$ cat config.mk
export PLATFORM = sky130hd
export DESIGN_NAME = sync_word_sensor_frame_deframer
export DESIGN_NICKNAME = d
export VERILOG_FILES = /design/src/hw/rtl/swfd_pkg.sv /design/src/hw/rtl/sync_word_sensor_frame_deframer.sv /design/src/hw/rtl/swfd_check.sv
export SDC_FILE = /design/constraint.sdc
export NUM_CORES = 1
export LEC_CHECK = 0
export BUFFER_PORTS_ARGS = -buffer_cell sky130_fd_sc_hd__buf_4
export CAP_MARGIN = 0
export CORE_MARGIN = 10
export CORE_UTILIZATION = 51
export DETAILED_ROUTE_END_ITERATION = 12
export MAX_ROUTING_LAYER = met4
export PLACE_DENSITY_LB_ADDON = 0.25
export SETUP_SLACK_MARGIN = 0.1
export SLEW_MARGIN = 10
export SYNTH_ARGS = -nofsm -noshare
export SYNTH_HDL_FRONTEND = slang
export SYNTH_SLANG_ARGS = --single-unit
$ cat constraint.sdc
create_clock -name clk -period 11.2 [get_ports clk]
set_input_delay 1.12 -clock clk [delete_from_list [all_inputs] [get_ports clk]]
set_output_delay 1.12 -clock clk [all_outputs]
set_load 0.01 [all_outputs]
$ cat src/hw/rtl/swfd_pkg.sv
// Shared constants and types for the sync word sensor frame deframer.
package swfd_pkg;

  localparam int BYTE_W  = 8;
  localparam int CHAN_W  = 16;
  localparam int NUM_CHAN = 4;
  localparam int CFG_IDX_W = 2;

  // Configuration register indexes.
  localparam logic [CFG_IDX_W-1:0] CFG_SYNC_FIRST  = 2'd0;
  localparam logic [CFG_IDX_W-1:0] CFG_SYNC_SECOND = 2'd1;
  localparam logic [CFG_IDX_W-1:0] CFG_MAX_VALID   = 2'd2;

  // Register values after reset.
  localparam logic [BYTE_W-1:0] SYNC_FIRST_RST  = 8'h41;
  localparam logic [BYTE_W-1:0] SYNC_SECOND_RST = 8'h54;
  localparam logic [CHAN_W-1:0] MAX_VALID_RST   = 16'd4100;

  // Outcome of checking one completed frame.
  typedef struct packed {
    logic                             bad;
    logic [NUM_CHAN-1:0][CHAN_W-1:0]  word;
  } frame_chk_t;

endpackage

$ cat src/hw/rtl/sync_word_sensor_frame_deframer.sv
// Top level of the sync word sensor frame deframer.
//
//   channel   direction  handshake              payload
//   rx        in         rx_valid / rx_stall    rx_byte
//   frame     out        frame_valid / frame_stall
//                                               channel_0..channel_3, rejected_count
//   cfg       in         cfg_valid / cfg_ready  cfg_index, cfg_data
//
// One byte is taken per cycle unless stalled; the last payload byte of a frame is
// checked in the cycle it arrives and a passing frame is output in the next cycle.
// A single output register holds a result; rx_stall rises only when that register
// is full and stalled and the next byte would complete a frame.
// Reset (rst, synchronous) restores the sync pair, the limit and hunting mode,
// and clears the reject counter. cfg_ready is always high.
module sync_word_sensor_frame_deframer #(
  parameter int FRAME_BYTES = 8
) (
  input  logic                             clk,
  input  logic                             rst,
  input  logic                             rx_valid,
  output logic                             rx_stall,
  input  logic [swfd_pkg::BYTE_W-1:0]      rx_byte,
  output logic                             frame_valid,
  input  logic                             frame_stall,
  output logic [swfd_pkg::CHAN_W-1:0]      channel_0,
  output logic [swfd_pkg::CHAN_W-1:0]      channel_1,
  output logic [swfd_pkg::CHAN_W-1:0]      channel_2,
  output logic [swfd_pkg::CHAN_W-1:0]      channel_3,
  output logic [swfd_pkg::CHAN_W-1:0]      rejected_count,
  input  logic                             cfg_valid,
  output logic                             cfg_ready,
  input  logic [swfd_pkg::CFG_IDX_W-1:0]   cfg_index,
  input  logic [swfd_pkg::CHAN_W-1:0]      cfg_data
);

  localparam int IDX_W = $clog2(FRAME_BYTES);
  localparam logic [IDX_W-1:0] LAST_IDX = IDX_W'(FRAME_BYTES - 1);

  typedef enum logic [1:0] {
    ST_HUNT    = 2'b01,
    ST_PAYLOAD = 2'b10
  } state_t;

  state_t                          state, state_next;
  logic [swfd_pkg::BYTE_W-1:0]     sync_first, sync_second;
  logic [swfd_pkg::CHAN_W-1:0]     max_valid;
  logic [swfd_pkg::BYTE_W-1:0]     previous_byte, previous_byte_next;
  logic [IDX_W-1:0]                payload_index, payload_index_next;
  logic [swfd_pkg::CHAN_W-1:0]     rejects, rejects_next;
  logic [swfd_pkg::BYTE_W-1:0]     payload_bytes [FRAME_BYTES-1];

  logic [FRAME_BYTES-1:0][swfd_pkg::BYTE_W-1:0] frame;
  swfd_pkg::frame_chk_t            chk;
  logic                            rx_take, last_byte, sync_hit, load_out;

  // Configuration writes.
  assign cfg_ready = 1'b1;

  always_ff @(posedge clk) begin
    if (rst) begin
      sync_first  <= swfd_pkg::SYNC_FIRST_RST;
      sync_second <= swfd_pkg::SYNC_SECOND_RST;
      max_valid   <= swfd_pkg::MAX_VALID_RST;
    end else if (cfg_valid && cfg_ready) begin
      case (cfg_index)
        swfd_pkg::CFG_SYNC_FIRST:  sync_first  <= cfg_data[swfd_pkg::BYTE_W-1:0];
        swfd_pkg::CFG_SYNC_SECOND: sync_second <= cfg_data[swfd_pkg::BYTE_W-1:0];
        swfd_pkg::CFG_MAX_VALID:   max_valid   <= cfg_data;
        default: ;
      endcase
    end
  end

  // Request flow: hold off only when a completing byte would meet a full, stalled output.
  assign last_byte = (state == ST_PAYLOAD) && (payload_index == LAST_IDX);
  assign rx_stall  = frame_valid && frame_stall && last_byte;
  assign rx_take   = rx_valid && !rx_stall;
  assign sync_hit  = (previous_byte == sync_first) && (rx_byte == sync_second);

  // Assemble the full frame from the stored bytes and the arriving one.
  for (genvar j = 0; j < FRAME_BYTES - 1; j++) begin : g_frame
    assign frame[j] = payload_bytes[j];
  end
  assign frame[FRAME_BYTES-1] = rx_byte;

  swfd_check #(
    .FRAME_BYTES(FRAME_BYTES)
  ) u_check (
    .frame     (frame),
    .max_valid (max_valid),
    .chk       (chk)
  );

  assign load_out = rx_take && last_byte && !chk.bad;

  // Next state of the hunt and collect sequence.
  always_comb begin
    state_next         = state;
    previous_byte_next = previous_byte;
    payload_index_next = payload_index;
    rejects_next       = rejects;
    if (rx_take) begin
      case (state)
        ST_HUNT: begin
          if (sync_hit) begin
            state_next         = ST_PAYLOAD;
            payload_index_next = '0;
          end else begin
            previous_byte_next = rx_byte;
          end
        end
        ST_PAYLOAD: begin
          if (last_byte) begin
            state_next         = ST_HUNT;
            payload_index_next = '0;
            if (chk.bad && (rejects != '1)) begin
              rejects_next = rejects + 1'b1;
            end
          end else begin
            payload_index_next = payload_index + 1'b1;
          end
        end
        default: begin
          state_next = ST_HUNT;
        end
      endcase
    end
  end

  always_ff @(posedge clk) begin
    if (rst) begin
      state         <= ST_HUNT;
      previous_byte <= '0;
      payload_index <= '0;
      rejects       <= '0;
      frame_valid   <= 1'b0;
    end else begin
      state         <= state_next;
      previous_byte <= previous_byte_next;
      payload_index <= payload_index_next;
      rejects       <= rejects_next;
      frame_valid   <= load_out || (frame_valid && frame_stall);
    end
  end

  // Payload byte store, written at the current collect position.
  always_ff @(posedge clk) begin
    for (int j = 0; j < FRAME_BYTES - 1; j++) begin
      if (rx_take && (state == ST_PAYLOAD) && (payload_index == IDX_W'(j))) begin
        payload_bytes[j] <= rx_byte;
      end
    end
  end

  // Output register.
  always_ff @(posedge clk) begin
    if (load_out) begin
      channel_0      <= chk.word[0];
      channel_1      <= chk.word[1];
      channel_2      <= chk.word[2];
      channel_3      <= chk.word[3];
      rejected_count <= rejects;
    end
  end

  // A completed sync pair always starts collection at the first byte.
  a_sync_starts: assert property (@(posedge clk) disable iff (rst)
    rx_take && (state == ST_HUNT) && sync_hit |=>
      (state == ST_PAYLOAD) && (payload_index == '0))
    else $error("sync match did not start payload collection");

  // The last payload byte always returns the block to hunting.
  a_last_hunts: assert property (@(posedge clk) disable iff (rst)
    rx_take && last_byte |=> (state == ST_HUNT))
    else $error("frame end did not resume hunting");

  // A new result appears only after a completing byte was taken.
  a_out_source: assert property (@(posedge clk) disable iff (rst)
    $rose(frame_valid) |-> $past(rx_take && last_byte))
    else $error("result appeared without a completed frame");

  // The reject counter stays at its ceiling.
  a_rej_sat: assert property (@(posedge clk) disable iff (rst)
    rejects == '1 |=> rejects == '1)
    else $error("reject counter wrapped");

endmodule

$ cat src/hw/rtl/swfd_check.sv
// Frame word packing and range check for a completed payload.
module swfd_check #(
  parameter int FRAME_BYTES = 8
) (
  input  logic [FRAME_BYTES-1:0][swfd_pkg::BYTE_W-1:0] frame,
  input  logic [swfd_pkg::CHAN_W-1:0]                  max_valid,
  output swfd_pkg::frame_chk_t                         chk
);

  localparam int NWORDS = FRAME_BYTES / 2;

  logic [NWORDS-1:0][swfd_pkg::CHAN_W-1:0] words;
  logic [NWORDS-1:0]                       over;

  // Pack byte pairs high byte first and compare each word with the limit.
  // A trailing odd byte takes no part.
  for (genvar w = 0; w < NWORDS; w++) begin : g_word
    assign words[w] = {frame[2*w], frame[2*w+1]};
    assign over[w]  = words[w] > max_valid;
  end

  assign chk.bad = |over;

  // Channels with no word behind them read as zero; extra words are checked only.
  for (genvar c = 0; c < swfd_pkg::NUM_CHAN; c++) begin : g_chan
    if (c < NWORDS) begin : g_used
      assign chk.word[c] = words[c];
    end else begin : g_empty
      assign chk.word[c] = '0;
    end
  end

endmodule
# Yosys cells after proc, flatten, opt, wreduce, memory -nomap -nowiden

Memory sizes are Yosys's and may differ from the RTL's.
Index checks and enable logic that the tools add are counted.

Bits of input ports: 31
Memory bits (writable): 56
Memories: 1
Bits in registers: 142
Logic and storage cells: 111
Output and inout bits: 83

Memories:

| name          | words | bits a word | rd ports | clocked after memory_dff | write ports | line                                  | text |
|---|---|---|---|---|---|---|---|
| payload_bytes | 7     | 8           | 7        | 0                        | 1           | sync_word_sensor_frame_deframer.sv:50 | `logic [swfd_pkg::BYTE_W-1:0] payload_bytes [FRAME_BYTES-1];` |

Muxes and demuxes: 38
Eq/ne operators: 16
Reduce and logical (&&, ||, !) cells: 36
Add/sub/neg operators: 2
Bitwise operators: 1
Magnitude comparators: 4

Operators by type and width:

| cell                                                             | number |
|---|---|
| 16-bit > comparator                                              | 4 |
| 8-bit 2-to-1 mux                                                 | 6 |
| 8-bit OR reduction                                               | 6 |
| 3-bit 2-to-1 mux                                                 | 8 |
| 1-bit 2-to-1 mux                                                 | 20 |
| 16-bit by 1-bit adder with 16-bit output (second input constant) | 1 |
| 8-bit == test                                                    | 2 |
| 1-bit logical AND                                                | 16 |
| 16-bit != test (second input constant)                           | 1 |
| 3-bit == test (second input constant)                            | 4 |
| 3-bit AND reduction                                              | 3 |
| 3-bit by 2-bit == test with 1-bit output (second input constant) | 2 |
| 3-bit case mux with 2 select lines                               | 1 |
| 2-bit AND reduction                                              | 3 |
| 2-bit by 1-bit == test with 1-bit output (second input constant) | 2 |
| 2-bit == test (second input constant)                            | 2 |
| 2-bit 2-to-1 mux                                                 | 2 |
| 2-bit != test (second input constant)                            | 2 |
| 2-bit case mux with 2 select lines                               | 1 |
| 4-bit AND reduction                                              | 1 |
| 4-bit OR reduction                                               | 1 |
| 3-bit by 1-bit adder with 3-bit output (second input constant)   | 1 |
| 3-bit by 1-bit == test with 1-bit output (second input constant) | 1 |
| 3-bit logical NOT                                                | 1 |
| 5 further kinds                                                  | 6 |

# Longest topological paths before layout

Depth after elaboration: 16
Gate-level depth with buffers: 11
Gate-level depth less buffers: 9

# Modules after synthesis

From an unflattened synthesis, not the netlist that was laid out.

Cell total of the unflattened synthesis: 713
Area, all modules: 8942.3 µm²

By module, submodules not included:

| module                          | area an instance (µm²) | cells each | instances | sequential area each (µm²) |
|---|---|---|---|---|
| sync_word_sensor_frame_deframer | 7005.5                 | 468        | 1         | 5325.1 |
| swfd_check                      | 1936.9                 | 245        | 1         | 0.0 |

# Worst setup path after synthesis

Ideal clock, no wire load.

Kind: in2reg
Start point: input port rx_byte[5] (netlist bit)
End point: register channel_0[0] (netlist bit), enable pin
Setup slack: 6215 ps
Stages: 9
Required time: 10753 ps
Library setup time: 447 ps
Data arrival time: 4537 ps
Path buffers: 2
Cells stage by stage: ha_1 -> a21oi_1 -> o21ai_0 -> a221o_1 -> o31ai_1 -> and4_4 -> buf_6 -> buf_2 -> and2_1

Cells in the longest elaborated chain, start to end: 4

RTL lines:

| what                   | line                                   | text |
|---|---|---|
| start: declaration     | sync_word_sensor_frame_deframer.sv:22  | `input logic [swfd_pkg::BYTE_W-1:0] rx_byte,` |
| 16-bit > comparator    | swfd_check.sv:19                       | `assign over[w] = words[w] > max_valid;` |
| 4-bit OR reduction     | swfd_check.sv:22                       | `assign chk.bad = \|over;` |
| 1-bit logical NOT      | sync_word_sensor_frame_deframer.sv:94  | `assign load_out = rx_take && last_byte && !chk.bad;` |
| 1-bit logical AND      | sync_word_sensor_frame_deframer.sv:94  |  |
| net load_out           | sync_word_sensor_frame_deframer.sv:54  | `logic rx_take, last_byte, sync_hit, load_out;` |
| end signal: assignment | sync_word_sensor_frame_deframer.sv:158 | `channel_0 <= chk.word[0];` |
| end: declaration       | sync_word_sensor_frame_deframer.sv:25  | `output logic [swfd_pkg::CHAN_W-1:0] channel_0,` |

The timed path passes the listed nets, and every way through them passes these cells.
A chain may end at the register's enable or synchronous reset.

# Worst setup path after layout

Start point: input port rx_byte[5] (netlist bit)
End point: register channel_0[7] (netlist bit), enable pin

The elaborated chain is that of the path after synthesis.

==> impl_results.md <==
- Number of synthesized flops with an enable pin: 136
- Num ports: 114
- FF+latch count, synth: 198
- Initial Util: 0.518
- TritonCTS Buffers: 17
- Worst slew pin tran: 1080 ps
- Cell Area, Placed: 0.00957 mm2
- Post-synthesis sequential area ratio: 0.622
- Fmax: 257 MHz
- Post-Synthesis Cells: 664
- Post-layout net count: 879
- Fin Clk Skew: 10.0 ps
- Reg clk slew, reported paths: 60 ps
- Seq pwr share: 0.547
- Slew Limit Fails: 0
- Commonest non-fill, non-tap cell in the layout: edfxtp_1
- Final WL: 19800 um
- Critical path class: input pin to flip-flop
- Status: finished, final reports clean
- GRT overflow: 0
- CP startpoint: rx_byte[5]
- CP arrival: 3950 ps
- Share of layout cells above drive strength 1: 0.204
- Reg2reg setup slack: 7610 ps
- Starting DRC count in detailed routing: 453
- Clock Tree Root: clkbuf_16
- DP Wirelength: 14300 um
- PortBufs: 112
- Hold crit path type: flip-flop to flip-flop
- CTS tree: yes
- ANT nets after route: 0
- Required @ worst endpoint: 11250 ps
- Main synth FF type: edfxtp_1
- Core box area: 0.0165 mm2
- Clk buf depth: 2
- Hold Buf Count CTS: 0
- R2R Path Start: max_valid[14]
- Synth Warn #: 0
- Tcrit/Tclk final: 0.348
- Hold path start: payload_bytes[2][6]
- Combinational Power Share: 0.043
- Via count: 5629
- Final Cell Area: 0.0102 mm2
- Drt pass-1 iters: 5
- Clk_lat worst skew: 430 ps
- Clock sinks: 198
- Initial antenna violation count: 0
- Synth unique cells: 53
- Final setup violation count: 0
- FP Rows: 47
- WHS Path Cells: 0
- Chip width: 150 um
- Hold WS: 453 ps
- RR Endpoint: channel_0[7]
- Power per cell area: 141 mW/mm2
- Syn_nets: 766
- Vias per std cell: 5.57
- Tot GR Track Use: 0.184
- Die Span Y: 150 um
- P_sw: 0.296 mW
- Drt wl/cell: 19.6 um
- Clock power share: 0.409
- Worst reg-to-reg path cell count: 8
- Tmin final: 3900 ps
- Max FO, Critical Path: 80
- CTS resizes: 0
- CP startpoint kind: input pin
- Pin count of the biggest net entering global routing: 81
- Syn Area/Cell: 12.9 um2
- Internal power: 1.14 mW
- Area Overhead vs Synth: 18.6%
- N_diodes: 0
- Final hold vios: 0
- Global-route wire length before repair: 31000 um
- Most frequent cells in the layout: 136 x edfxtp_1, 114 x buf_4, 75 x nand2_1, 71 x ha_1, 62 x dfxtp_1
- Vias in the first global route: 5804
- Total Power: 1.44 mW
- Synth async-reset ratio: 0
- CP Capture Type: flip-flop
- Maximum vdd drop: 110 uV
- Post-route setup TNS: 0 ps
- Remaining DRCs: 0
- Post CTS Setup Buffer Count: 0
- Die area: 0.0224 mm2
- Leakage: 3.92 nW
- Worst hold endpoint: channel_1[14]
- Slew HR: 0.283
- Max Cap Violations: 0
- Synth Cell Area: 0.00856 mm2
- RSZ-0062 raised after global routing: false
- H-tree Lvls: 4
- Switching share of power: 0.206
- Post-Route Utilization: 0.614
- Placer Congestion: 0.917
[logic make-up after synthesis]
logic type	after synthesis	share of synthesized area
other cells	1	0.000438
flops	198	0.622
buf+inv	47	0.0257
compound gates	95	0.0670
mux	23	0.0294
xor+xnor	16	0.0164
simple gates	213	0.135
fa+ha+maj	71	0.104
[critical path: stages]
cell and delay [ps]:
buf_4 160, ha_1 320, a21oi_1 130, o21ai_0 110, a221o_1 340, o31ai_1 320
and4_4 450, and2_4 870
[worst max-delay path by stage]
stage | end | slack (ps) | cells past startpoint
6_report | channel_0[7] | 7300 | 8
5_1_grt | channel_3[5] | 7130 | 8
3_5_place_dp | channel_1[13] | 6860 | 8
2_1_floorplan | channel_0[0] | 6220 | 9
4_1_cts | channel_1[13] | 7320 | 8
3_3_place_gp | channel_1[4] | 7010 | 8
[power by group through the flow]
stage / clock, mW / sequential, mW / combinational (mW)
5_1_grt: 0.624 / 0.785 / 0.0695
6_report: 0.587 / 0.785 / 0.0624
2_1_floorplan: 0 / 0.800 / 0.0349
3_3_place_gp: 0 / 0.801 / 0.0595
3_5_place_dp: 0 / 0.801 / 0.0619
4_1_cts: 0.596 / 0.785 / 0.0623
[final cells by class]
type / count / area, um2
fillers: 1299 / 6370
flip-flops and latches: 198 / 5330
multi-input cells: 419 / 3020
repair buffers: 114 / 856
clock buffers: 25 / 538
well taps: 220 / 275
inverters: 27 / 101
clock inverters: 7 / 41.3
[layer usage]
metal | vias to the layer above | share of wire | global-route usage
li1 | 2663 | - | -
met1 | 2729 | 0.42 | 0.218
met2 | 197 | 0.48 | 0.293
met3 | 40 | 0.068 | 0.0480
met4 | 0 | 0.029 | 0.0785
met5 | - | 0 | -
[registers in the layout, summed over array words and instances, names as in the netlist]
| name | flops |
|---|---|
| channel_0 | 16 |
| channel_1 | 16 |
| channel_2 | 16 |
| channel_3 | 16 |
| frame_valid | 1 |
| max_valid | 16 |
| payload_bytes | 56 |
| payload_index | 3 |
| previous_byte | 8 |
| rejected_count | 16 |
| rejects | 16 |
| state | 2 |
| sync_first | 8 |
| sync_second | 8 |
[synthesized netlist by cell type (all sizes together) (10+ instances only)]
master    n  area (um2)
nor4     15         140
edfxtp  136        4080
mux2i    15         150
clkbuf   12        45.0
ha       71         888
nand4    14         106
dfxtp    62        1240
nand3    14        70.1
inv      27         101
xor2     16         140
nor2b    15        93.8
nor2     42         160
nand2    76         302
o21ai    10        50.1
a21oi    53         265
[metrics by stage]
step / std cells / setup WS [ps]
2_1_floorplan: 664 / 6220
3_3_place_gp: 978 / 7010
3_5_place_dp: 978 / 6860
4_1_cts: 1010 / 7320
5_1_grt: 1010 / 7130
6_report: 1010 / 7300
(Power assumes the default switching activity.)
